===== src/hw/rtl/wtp_pkg.sv =====
`timescale 1ns / 1ps
// ----------------------------------------------------------------------------
// wtp_pkg
// Shared types, register map, divider sizes and waypoint tables for the
// waypoint trajectory player.
// ----------------------------------------------------------------------------
package wtp_pkg;

  // input transaction
  typedef struct packed {
    logic        mode;
    logic [15:0] elapsed_time;
  } wtp_in_t;

  // result transaction
  typedef struct packed {
    logic [8:0] pos_x;
    logic [8:0] pos_y;
    logic       finished;
  } wtp_out_t;

  // configuration register contents
  typedef struct packed {
    logic        interpolate_enable;
    logic [15:0] tick_length;
  } wtp_cfg_t;

  localparam int unsigned PADDR_W = 3;
  localparam logic REG_INTERP = 1'b0;
  localparam logic REG_TICK   = 1'b1;
  localparam logic [15:0] TICK_LENGTH_RST = 16'd1000;

  localparam logic MODE_TIME  = 1'b0;
  localparam logic MODE_START = 1'b1;

  // shared divider sizes: numerator covers rem * |b - a| (16 x 9 bits)
  localparam int unsigned DIV_NUM_W = 25;
  localparam int unsigned DIV_DEN_W = 16;
  localparam int unsigned DIV_CNT_W = $clog2(DIV_NUM_W);

  typedef struct packed {
    logic                 start;
    logic [DIV_NUM_W-1:0] dividend;
    logic [DIV_DEN_W-1:0] divisor;
  } wtp_div_req_t;

  typedef struct packed {
    logic                 done;
    logic [DIV_NUM_W-1:0] quotient;
    logic [DIV_DEN_W-1:0] remainder;
  } wtp_div_rsp_t;

  function automatic logic [8:0] wp_x(input logic [4:0] idx);
    logic [8:0] v;
    case (idx)
      5'd0:  v = 9'd0;
      5'd1:  v = 9'd6;
      5'd2:  v = 9'd13;
      5'd3:  v = 9'd19;
      5'd4:  v = 9'd26;
      5'd5:  v = 9'd32;
      5'd6:  v = 9'd38;
      5'd7:  v = 9'd45;
      5'd8:  v = 9'd51;
      5'd9:  v = 9'd58;
      5'd10: v = 9'd64;
      5'd11: v = 9'd77;
      5'd12: v = 9'd102;
      5'd13: v = 9'd134;
      5'd14: v = 9'd160;
      5'd15: v = 9'd186;
      5'd16: v = 9'd205;
      5'd17: v = 9'd218;
      5'd18: v = 9'd224;
      5'd19: v = 9'd230;
      5'd20: v = 9'd237;
      5'd21: v = 9'd256;
      5'd22: v = 9'd269;
      5'd23: v = 9'd282;
      5'd24: v = 9'd294;
      5'd25: v = 9'd307;
      5'd26: v = 9'd314;
      default: v = 9'd0;
    endcase
    return v;
  endfunction

  function automatic logic [8:0] wp_y(input logic [4:0] idx);
    logic [8:0] v;
    case (idx)
      5'd0:  v = 9'd420;
      5'd1:  v = 9'd398;
      5'd2:  v = 9'd378;
      5'd3:  v = 9'd362;
      5'd4:  v = 9'd348;
      5'd5:  v = 9'd336;
      5'd6:  v = 9'd327;
      5'd7:  v = 9'd319;
      5'd8:  v = 9'd312;
      5'd9:  v = 9'd307;
      5'd10: v = 9'd303;
      5'd11: v = 9'd298;
      5'd12: v = 9'd294;
      5'd13: v = 9'd295;
      5'd14: v = 9'd297;
      5'd15: v = 9'd300;
      5'd16: v = 9'd304;
      5'd17: v = 9'd308;
      5'd18: v = 9'd310;
      5'd19: v = 9'd313;
      5'd20: v = 9'd316;
      5'd21: v = 9'd330;
      5'd22: v = 9'd342;
      5'd23: v = 9'd357;
      5'd24: v = 9'd375;
      5'd25: v = 9'd396;
      5'd26: v = 9'd408;
      default: v = 9'd0;
    endcase
    return v;
  endfunction

endpackage


===== src/hw/rtl/wtp_cfg.sv =====
`timescale 1ns / 1ps
// ----------------------------------------------------------------------------
// wtp_cfg
// APB-style register file: interpolation enable and tick length.
// ----------------------------------------------------------------------------
module wtp_cfg
  import wtp_pkg::*;
(
  input  logic               clk,
  input  logic               rst,
  input  logic               psel,
  input  logic               penable,
  input  logic               pwrite,
  input  logic [PADDR_W-1:0] paddr,
  input  logic [31:0]        pwdata,
  output logic [31:0]        prdata,
  output logic               pready,
  output wtp_cfg_t           cfg
);

  logic       wr_en;
  logic       reg_sel;

  assign pready  = 1'b1;
  assign wr_en   = psel && penable && pwrite;
  // word select only, byte lane bits ignored
  assign reg_sel = paddr[2];

  always_ff @(posedge clk) begin
    if (rst) begin
      cfg.interpolate_enable <= 1'b0;
      cfg.tick_length        <= TICK_LENGTH_RST;
    end else if (wr_en) begin
      case (reg_sel)
        REG_INTERP: cfg.interpolate_enable <= pwdata[0];
        REG_TICK:   cfg.tick_length        <= pwdata[15:0];
        default:    cfg.tick_length        <= cfg.tick_length;
      endcase
    end
  end

  always_comb begin
    case (reg_sel)
      REG_INTERP: prdata = {31'd0, cfg.interpolate_enable};
      REG_TICK:   prdata = {16'd0, cfg.tick_length};
      default:    prdata = 32'd0;
    endcase
  end

endmodule


===== src/hw/rtl/wtp_div.sv =====
`timescale 1ns / 1ps
// ----------------------------------------------------------------------------
// wtp_div
// Shared restoring divider, one quotient bit per cycle.
// ----------------------------------------------------------------------------
module wtp_div
  import wtp_pkg::*;
(
  input  logic         clk,
  input  logic         rst,
  input  wtp_div_req_t req,
  output wtp_div_rsp_t rsp
);

  localparam logic [DIV_CNT_W-1:0] LAST_CNT = DIV_CNT_W'(DIV_NUM_W - 1);

  logic                 busy;
  logic                 done;
  logic [DIV_CNT_W-1:0] cnt;
  logic [DIV_NUM_W-1:0] quo;
  logic [DIV_DEN_W-1:0] rem;
  logic [DIV_DEN_W-1:0] den;
  logic [DIV_DEN_W:0]   shifted;
  logic [DIV_DEN_W:0]   diff;
  logic                 qbit;

  assign shifted = {rem, quo[DIV_NUM_W-1]};
  assign diff    = shifted - {1'b0, den};
  assign qbit    = (shifted >= {1'b0, den});

  always_ff @(posedge clk) begin
    if (rst) begin
      busy <= 1'b0;
      done <= 1'b0;
      cnt  <= '0;
    end else begin
      done <= 1'b0;
      if (req.start) begin
        busy <= 1'b1;
        cnt  <= '0;
      end else if (busy) begin
        cnt <= cnt + 1'b1;
        if (cnt == LAST_CNT) begin
          busy <= 1'b0;
          done <= 1'b1;
        end
      end
    end
  end

  always_ff @(posedge clk) begin
    if (req.start) begin
      rem <= '0;
      quo <= req.dividend;
      den <= req.divisor;
    end else if (busy) begin
      // remainder stays below the divisor, so it fits DIV_DEN_W bits
      rem <= qbit ? diff[DIV_DEN_W-1:0] : shifted[DIV_DEN_W-1:0];
      quo <= {quo[DIV_NUM_W-2:0], qbit};
    end
  end

  assign rsp.done      = done;
  assign rsp.quotient  = quo;
  assign rsp.remainder = rem;

endmodule


===== src/hw/rtl/waypoint_trajectory_player.sv =====
`timescale 1ns / 1ps
// ----------------------------------------------------------------------------
// waypoint_trajectory_player
// Plays back a fixed table of 2-D waypoints, optionally interpolating.
// ----------------------------------------------------------------------------
// Usage:
//   in channel (in_valid/in_stall/in_data): mode = start restarts playback
//   from point 0 and gives no result; mode = time adds elapsed_time and
//   gives one position transaction on the out channel.
//   APB port: reg 0 (addr 0) interpolate_enable, reg 1 (addr 4) tick_length.
//   A start item, or a time item while finished, is handled without the
//   divider. A time item while running uses the shared restoring divider
//   for the tick division and, when interpolating, for the x and y blends.
//   One item is worked on at a time: in_stall is high from acceptance until
//   the result has been taken. A start item may be accepted while no
//   result is pending.
//   While out_stall is high the result holds in the output register.
//   Reset: playback idle, point 0, remainder 0, interpolation off,
//   tick length 1000.
// ----------------------------------------------------------------------------
module waypoint_trajectory_player
  import wtp_pkg::*;
#(
  parameter int unsigned NUM_POINTS = 27
)
(
  input  logic               clk,
  input  logic               rst,
  input  logic               in_valid,
  output logic               in_stall,
  input  wtp_in_t            in_data,
  output logic               out_valid,
  input  logic               out_stall,
  output wtp_out_t           out_data,
  input  logic               psel,
  input  logic               penable,
  input  logic               pwrite,
  input  logic [PADDR_W-1:0] paddr,
  input  logic [31:0]        pwdata,
  output logic [31:0]        prdata,
  output logic               pready
);

  localparam logic [2:0] ST_IDLE = 3'd0;
  localparam logic [2:0] ST_TICK = 3'd1;
  localparam logic [2:0] ST_MULX = 3'd2;
  localparam logic [2:0] ST_DIVX = 3'd3;
  localparam logic [2:0] ST_MULY = 3'd4;
  localparam logic [2:0] ST_DIVY = 3'd5;

  localparam logic [4:0] LAST_IDX = 5'(NUM_POINTS - 1);

  wtp_cfg_t     cfg;
  wtp_div_req_t div_req;
  wtp_div_rsp_t div_rsp;

  logic [2:0]           state;
  logic [4:0]           point_index;
  logic [15:0]          time_remainder;
  logic                 running_flag;
  logic                 div_go;
  logic [DIV_NUM_W-1:0] num;
  logic                 neg;
  logic [8:0]           base;
  logic [8:0]           pos_x;

  logic        in_acc;
  logic        out_acc;
  logic [15:0] len;
  logic [16:0] ticks;
  logic [5:0]  idx_sum;
  logic        run_end;
  logic        blend_on;
  logic [4:0]  next_idx;
  logic [8:0]  pa;
  logic [8:0]  pb;
  logic [8:0]  absdiff;
  logic [8:0]  delta;
  logic [8:0]  blend_res;

  wtp_cfg u_cfg (
    .clk     (clk),
    .rst     (rst),
    .psel    (psel),
    .penable (penable),
    .pwrite  (pwrite),
    .paddr   (paddr),
    .pwdata  (pwdata),
    .prdata  (prdata),
    .pready  (pready),
    .cfg     (cfg)
  );

  wtp_div u_div (
    .clk (clk),
    .rst (rst),
    .req (div_req),
    .rsp (div_rsp)
  );

  // zero tick length acts as one
  assign len = (cfg.tick_length == 16'd0) ? 16'd1 : cfg.tick_length;

  assign div_req.start    = div_go;
  assign div_req.dividend = num;
  assign div_req.divisor  = len;

  assign in_stall = (state != ST_IDLE) || out_valid;
  assign in_acc   = in_valid && !in_stall;
  assign out_acc  = out_valid && !out_stall;

  assign ticks    = div_rsp.quotient[16:0];
  assign idx_sum  = {1'b0, point_index} + {1'b0, ticks[4:0]};
  assign run_end  = (ticks >= 17'(NUM_POINTS)) || (idx_sum >= 6'(NUM_POINTS));
  assign blend_on = cfg.interpolate_enable && (idx_sum < 6'(NUM_POINTS - 1));
  assign next_idx = point_index + 5'd1;

  always_comb begin
    if (state == ST_MULY) begin
      pa = wp_y(point_index);
      pb = wp_y(next_idx);
    end else begin
      pa = wp_x(point_index);
      pb = wp_x(next_idx);
    end
  end
  assign absdiff = (pb >= pa) ? (pb - pa) : (pa - pb);

  // negative slope rounds toward minus infinity
  assign delta = div_rsp.quotient[8:0]
               + {8'd0, neg && (div_rsp.remainder != '0)};
  assign blend_res = neg ? (base - delta) : (base + delta);

  always_ff @(posedge clk) begin
    if (rst) begin
      state          <= ST_IDLE;
      point_index    <= '0;
      time_remainder <= '0;
      running_flag   <= 1'b0;
      div_go         <= 1'b0;
      out_valid      <= 1'b0;
    end else begin
      div_go <= 1'b0;
      if (out_acc) begin
        out_valid <= 1'b0;
      end
      case (state)
        ST_IDLE: begin
          if (in_acc) begin
            if (in_data.mode == MODE_START) begin
              point_index    <= '0;
              time_remainder <= '0;
              running_flag   <= 1'b1;
            end else if (!running_flag) begin
              out_data  <= '{pos_x: wp_x(LAST_IDX), pos_y: wp_y(LAST_IDX),
                             finished: 1'b1};
              out_valid <= 1'b1;
            end else begin
              num    <= DIV_NUM_W'({1'b0, time_remainder} + {1'b0, in_data.elapsed_time});
              div_go <= 1'b1;
              state  <= ST_TICK;
            end
          end
        end
        ST_TICK: begin
          if (div_rsp.done) begin
            time_remainder <= div_rsp.remainder;
            if (run_end) begin
              point_index  <= LAST_IDX;
              running_flag <= 1'b0;
              out_data     <= '{pos_x: wp_x(LAST_IDX), pos_y: wp_y(LAST_IDX),
                                finished: 1'b1};
              out_valid    <= 1'b1;
              state        <= ST_IDLE;
            end else begin
              point_index <= idx_sum[4:0];
              if (blend_on) begin
                state <= ST_MULX;
              end else begin
                out_data  <= '{pos_x: wp_x(idx_sum[4:0]), pos_y: wp_y(idx_sum[4:0]),
                               finished: 1'b0};
                out_valid <= 1'b1;
                state     <= ST_IDLE;
              end
            end
          end
        end
        ST_MULX, ST_MULY: begin
          num    <= {9'd0, time_remainder} * {16'd0, absdiff};
          neg    <= (pb < pa);
          base   <= pa;
          div_go <= 1'b1;
          state  <= (state == ST_MULX) ? ST_DIVX : ST_DIVY;
        end
        ST_DIVX: begin
          if (div_rsp.done) begin
            pos_x <= blend_res;
            state <= ST_MULY;
          end
        end
        ST_DIVY: begin
          if (div_rsp.done) begin
            out_data  <= '{pos_x: pos_x, pos_y: blend_res, finished: 1'b0};
            out_valid <= 1'b1;
            state     <= ST_IDLE;
          end
        end
        default: state <= ST_IDLE;
      endcase
    end
  end

`ifndef SYNTHESIS
  a_accept_idle: assert property (@(posedge clk) disable iff (rst)
    in_acc |-> (state == ST_IDLE) && !out_valid)
    else $error("item accepted while busy");

  a_index_range: assert property (@(posedge clk) disable iff (rst)
    running_flag |-> (point_index < 5'(NUM_POINTS)))
    else $error("point index out of range while running");

  a_done_expected: assert property (@(posedge clk) disable iff (rst)
    div_rsp.done |-> (state == ST_TICK) || (state == ST_DIVX) || (state == ST_DIVY))
    else $error("divider finished outside a divide state");

  a_running_result: assert property (@(posedge clk) disable iff (rst)
    (out_valid && !out_data.finished) |-> running_flag)
    else $error("unfinished result while playback idle");
`endif

endmodule


===== config.mk =====
export PLATFORM = sky130hd
export DESIGN_NAME = waypoint_trajectory_player
export DESIGN_NICKNAME = d
export VERILOG_FILES = /design/src/hw/rtl/wtp_pkg.sv /design/src/hw/rtl/wtp_cfg.sv /design/src/hw/rtl/wtp_div.sv /design/src/hw/rtl/waypoint_trajectory_player.sv
export SDC_FILE = /design/constraint.sdc
export NUM_CORES = 1
export LEC_CHECK = 0
export ABC_AREA = 1
export BUFFER_PORTS_ARGS = -buffer_cell sky130_fd_sc_hd__buf_2
export CAP_MARGIN = 20
export CORE_ASPECT_RATIO = 1.2
export CORE_MARGIN = 5
export CORE_UTILIZATION = 40
export CTS_CLUSTER_SIZE = 28
export DETAILED_ROUTE_END_ITERATION = 12
export PLACE_DENSITY = 0.53
export SYNTH_ARGS = -nofsm -noshare
export SYNTH_HDL_FRONTEND = slang
export SYNTH_SLANG_ARGS = --single-unit

===== constraint.sdc =====
create_clock -name clk -period 20.3 [get_ports clk]
set_input_delay 4.06 -clock clk [delete_from_list [all_inputs] [get_ports clk]]
set_output_delay 4.06 -clock clk [all_outputs]
set_load 0.02 [all_outputs]

==> results by stage <==
Worst setup path:
- The depth of the worst register-to-register path is 46.
- Of all nets on the critical path, the largest fanout is 18.
- On the critical path, the stage with the largest delay is an instance of dfxtp_1.
- The critical path is of the reg2reg type.
- STA classifies the critical path startpoint as a flop.
- The worst endpoint data arrival time is 10010 ps.
- The endpoint of the worst-slack reg-to-reg timing path is num[21].
- The internal reg-to-reg setup slack is 10510 ps.
- At the worst endpoint, the required time is 20510 ps.
- For this run, the slowest stage of the critical path takes 630 ps.
- The category of the worst setup path capture point is a flop.
- The startpoint identified for the worst register-to-register timing path is point_index[0].
- Among the stages of the critical path, the cell type that occurs most often is nand2_1.

Cells and area:
- The number of nets in the layout is 2625.
- The post-route non-filler standard cell count is 2893.
- In the layout the commonest cells are nand2_1, inv_1, nor2_1.
- The repair_antennas step left the layout with diodes totalling 0.
- The share of layout cells above drive strength 1 is 0.0795.
- Fill cells in the final layout number 4443.
- The area overhead of the layout relative to synthesis is 7.23%.
- Leaving out fill and tap cells, the most frequent cell in the layout is nand2_1.

Timing:
- The highest achievable clock rate is 102 MHz.
- The largest clock skew in the final design is 11.9 ps.
- For the pin with the worst max-slew slack, the measured transition is 1010 ps.
- The final hold violation count is 0.
- The sum of negative setup slack is 0 ps.
- The max-slew violation count is 0.
- The final period demand of the worst path is 9790 ps.
- In the finished design, the share of the clock period the worst path needs comes to 0.482.
- On the final layout, the worst hold slack is 460 ps.
- Setup violations remaining at the end of the flow were counted as 0.
- Measured against its own limit, the worst slew margin works out to 0.327.
- Setup repair after global routing left no endpoint under its margin.

Synthesis:
- The multiplexer share of the synthesized area is 0.
- Of the total synthesized cell area, the portion taken by AND, OR, NAND and NOR gates is 0.219.
- The share of the Yosys chip area taken by registers is 0.278.
- Of the total synthesized cell area, the portion taken by full adders, half adders and majority gates is 0.217.
- The async set-or-reset flop fraction in the synthesized netlist is 0.
- Among all flip-flop cells after synthesis, the most frequent one is edfxtp_1.
- The area fraction in compound gates after synthesis was 0.141.
- In this run the mean area of a mapped cell was 7.53 µm².
- The XOR/XNOR share of the synthesized area is 0.0287.
- By area, the combinational part of the netlist is dominated by simple AND/OR/NAND/NOR gates.
- The number of warnings printed during yosys synthesis is 0.
- Yosys mapped a number of flops with a built-in enable equal to 104.
- Counting flops and latches in the post-synthesis netlist gives 189.
- In this run, distinct cell masters in the synthesized netlist total 63.
- The synthesized cell area is 0.0174 mm².
- After technology mapping, the gate count stands at 2304.

Clock network:
- The post-CTS resize count is 0.
- The maximum level of the CTS H-tree is 4.
- The count of clock tree sinks is 189.
- Post-CTS timing repair inserted 0 buffers for setup.
- The clock latency of the later-clocked register in the worst-skew pair is 460 ps.
- The total CTS buffers is 17.
- The TritonCTS clock tree is built.
- CTS placed an instance of clkbuf_16 at the clock tree root.
- The clock-pin slew of the registers on the worst-case setup and hold paths is 80 ps.
- The buffer depth of the longest clock path is 2.
- The number of buffers inserted for hold repair after clock tree synthesis is 0.

Floorplanning:
- The number of cell rows is 83.
- The effective utilization at floorplan is 0.405.
- The floorplan die width is 200 µm.
- The die covers 0.0477 mm².
- The die span in y is 238 µm.
- In this run the standard cell core region covers 0.0429 mm².
- The top-level port count is 113.

Route:
- The per-cell via count in the routed design is 5.20.
- The DRC violation total after the first TritonRoute iteration is 960.
- The detailed router placed 15100 vias in this run.
- The total DRC errors in the routed layout is 0.
- Once detail routing completed, the nets flagged for antenna violations numbered 0.
- The routed design has 50.3 mm of wire.
- The wire length per cell after detailed routing is 17.4 µm.
- Before antenna repair, the detailed router went through 5 iterations.

Run:
- The number of maximum-capacitance violations is 0.

Global route:
- The maximum number of pins on one net before global-route repair is 70.
- The initial antenna violation count is 0.
- The total overflow reported by the global router is 0.
- The first global-routing pass estimated 80.8 mm of wire.
- The via count of the first global-routing pass was 15000.
- Across every metal layer, demand over resource in global routing totals 0.211.

Placement:
- The estimated wirelength of the detail-placed design is 40.2 mm.
- In this run the tool buffered the top-level ports with 77 buffer cells.
- The post-placement cell count is 2861.
- At the end of routability-driven placement, the weighted congestion stood at 0.909.

Hold path:
- The worst hold path was traced through 0 stages.
- The end point of the worst hold path is u_div.den[15].
- The worst hold path startpoint is u_cfg.cfg[15].
- The kind of path behind the tightest hold check is reg2reg.

Power:
- Across the VDD grid, the largest voltage drop is 0.000140 V.
- The analysis attributes to cell leakage a power of 9.11 nW.
- The power per cell area is 117 mW/mm².

Status:
- The run finished with clean final reports.
==> kinds of logic (layout without fill, tap and decap cells) <==
| family | count (synthesis) | after routing |
|---|---|---|
| simple gates | 895 | 895 |
| flops | 189 | 189 |
| xor+xnor | 56 | 56 |
| other cells | 2 | 17 |
| compound gates | 427 | 427 |
| buf+inv | 497 | 519 |
| fa+ha+maj | 238 | 238 |
==> how the worst max path moves through the flow <==
stage | start | end | slack, ps | depth (start not counted)
2_1_floorplan | paddr[2] | prdata[0] | 11360 | 3
3_3_place_gp | point_index[0] | num[21] | 10610 | 46
3_5_place_dp | point_index[0] | num[21] | 10620 | 46
4_1_cts | point_index[0] | num[21] | 10580 | 46
5_1_grt | point_index[0] | num[21] | 9720 | 46
6_report | point_index[0] | num[21] | 10510 | 46
==> layout make-up <==
cell class              count  area [µm²]  share of cell area
multi-input cells        1633       10600               0.568
flip-flops and latches    189        4830               0.259
inverters                 404        1520              0.0817
well taps                 552         691              0.0371
clock buffers              18         439              0.0236
repair buffers             83         430              0.0231
clock inverters            14         123             0.00659
==> stage by stage <==
step	utilization	setup slack, ps	power [mW]	area, µm²
after floorplan	-	11360	1.51	17400
after global placement	0.421	10610	1.84	18000
after detailed placement	0.421	10620	1.84	18000
after CTS	0.434	10580	2.18	18600
after global routing	0.434	9720	2.35	18600
final	0.434	10510	2.18	18600
==> layer usage <==
metal	track usage	part of all wire
met1	0.262	0.42
met2	0.374	0.50
met3	0.0247	0.036
met4	0.0864	0.038
met5	0	0
==> worst max-delay path, delay by kind of cell, from the launching register on <==
kind                     cells  cell delay (ps)
flip-flops                   1              630
adder cells (fa/ha/maj)      6             2730
buffers and inverters       10             1480
AND/OR/NAND/NOR             20             2660
AO/OA/AOI/OAI               10             2060
==> power by group <==
group / internal (mW) / switching [mW] / leakage, nW
Clock: 0.165 / 0.168 / 0.283
Sequential: 0.507 / 0.0437 / 1.61
Combinational: 0.326 / 0.967 / 7.21
Total: 0.998 / 1.18 / 9.11
==> flip-flops by register name, summed over array words and instances (netlist names), 3 cells and up, named ones only <==
| signal | cells |
|---|---|
| num | 25 |
| out_data | 19 |
| point_index | 5 |
| base | 9 |
| pos_x | 9 |
| u_div.rem | 16 |
| state | 3 |
| u_div.quo | 25 |
| u_div.den | 16 |
| time_remainder | 16 |
| u_div.cnt | 5 |
| u_cfg.cfg | 17 |
==> synthesized netlist by cell type, types with 8 or more instances <==
cell	count	area, µm²
nand2_1	490	1840
inv_1	389	1460
nor2_1	215	807
o21ai_0	170	851
a21oi_1	141	706
ha_1	133	1660
fa_1	105	2100
edfxtp_1	104	3120
dfxtp_1	85	1700
nand3_1	85	425
clkbuf_1	51	191
xor2_1	37	324
buf_4	26	195
nand4_1	22	138
nor3_1	21	105
o211ai_1	19	143
xnor2_1	18	158
a31oi_1	17	106
or2_2	16	100
nand2_2	12	75.1
inv_2	10	37.5
a21o_1	8	60.1
o221ai_1	8	70.1
No activity file was read; power rests on OpenSTA's default activity.
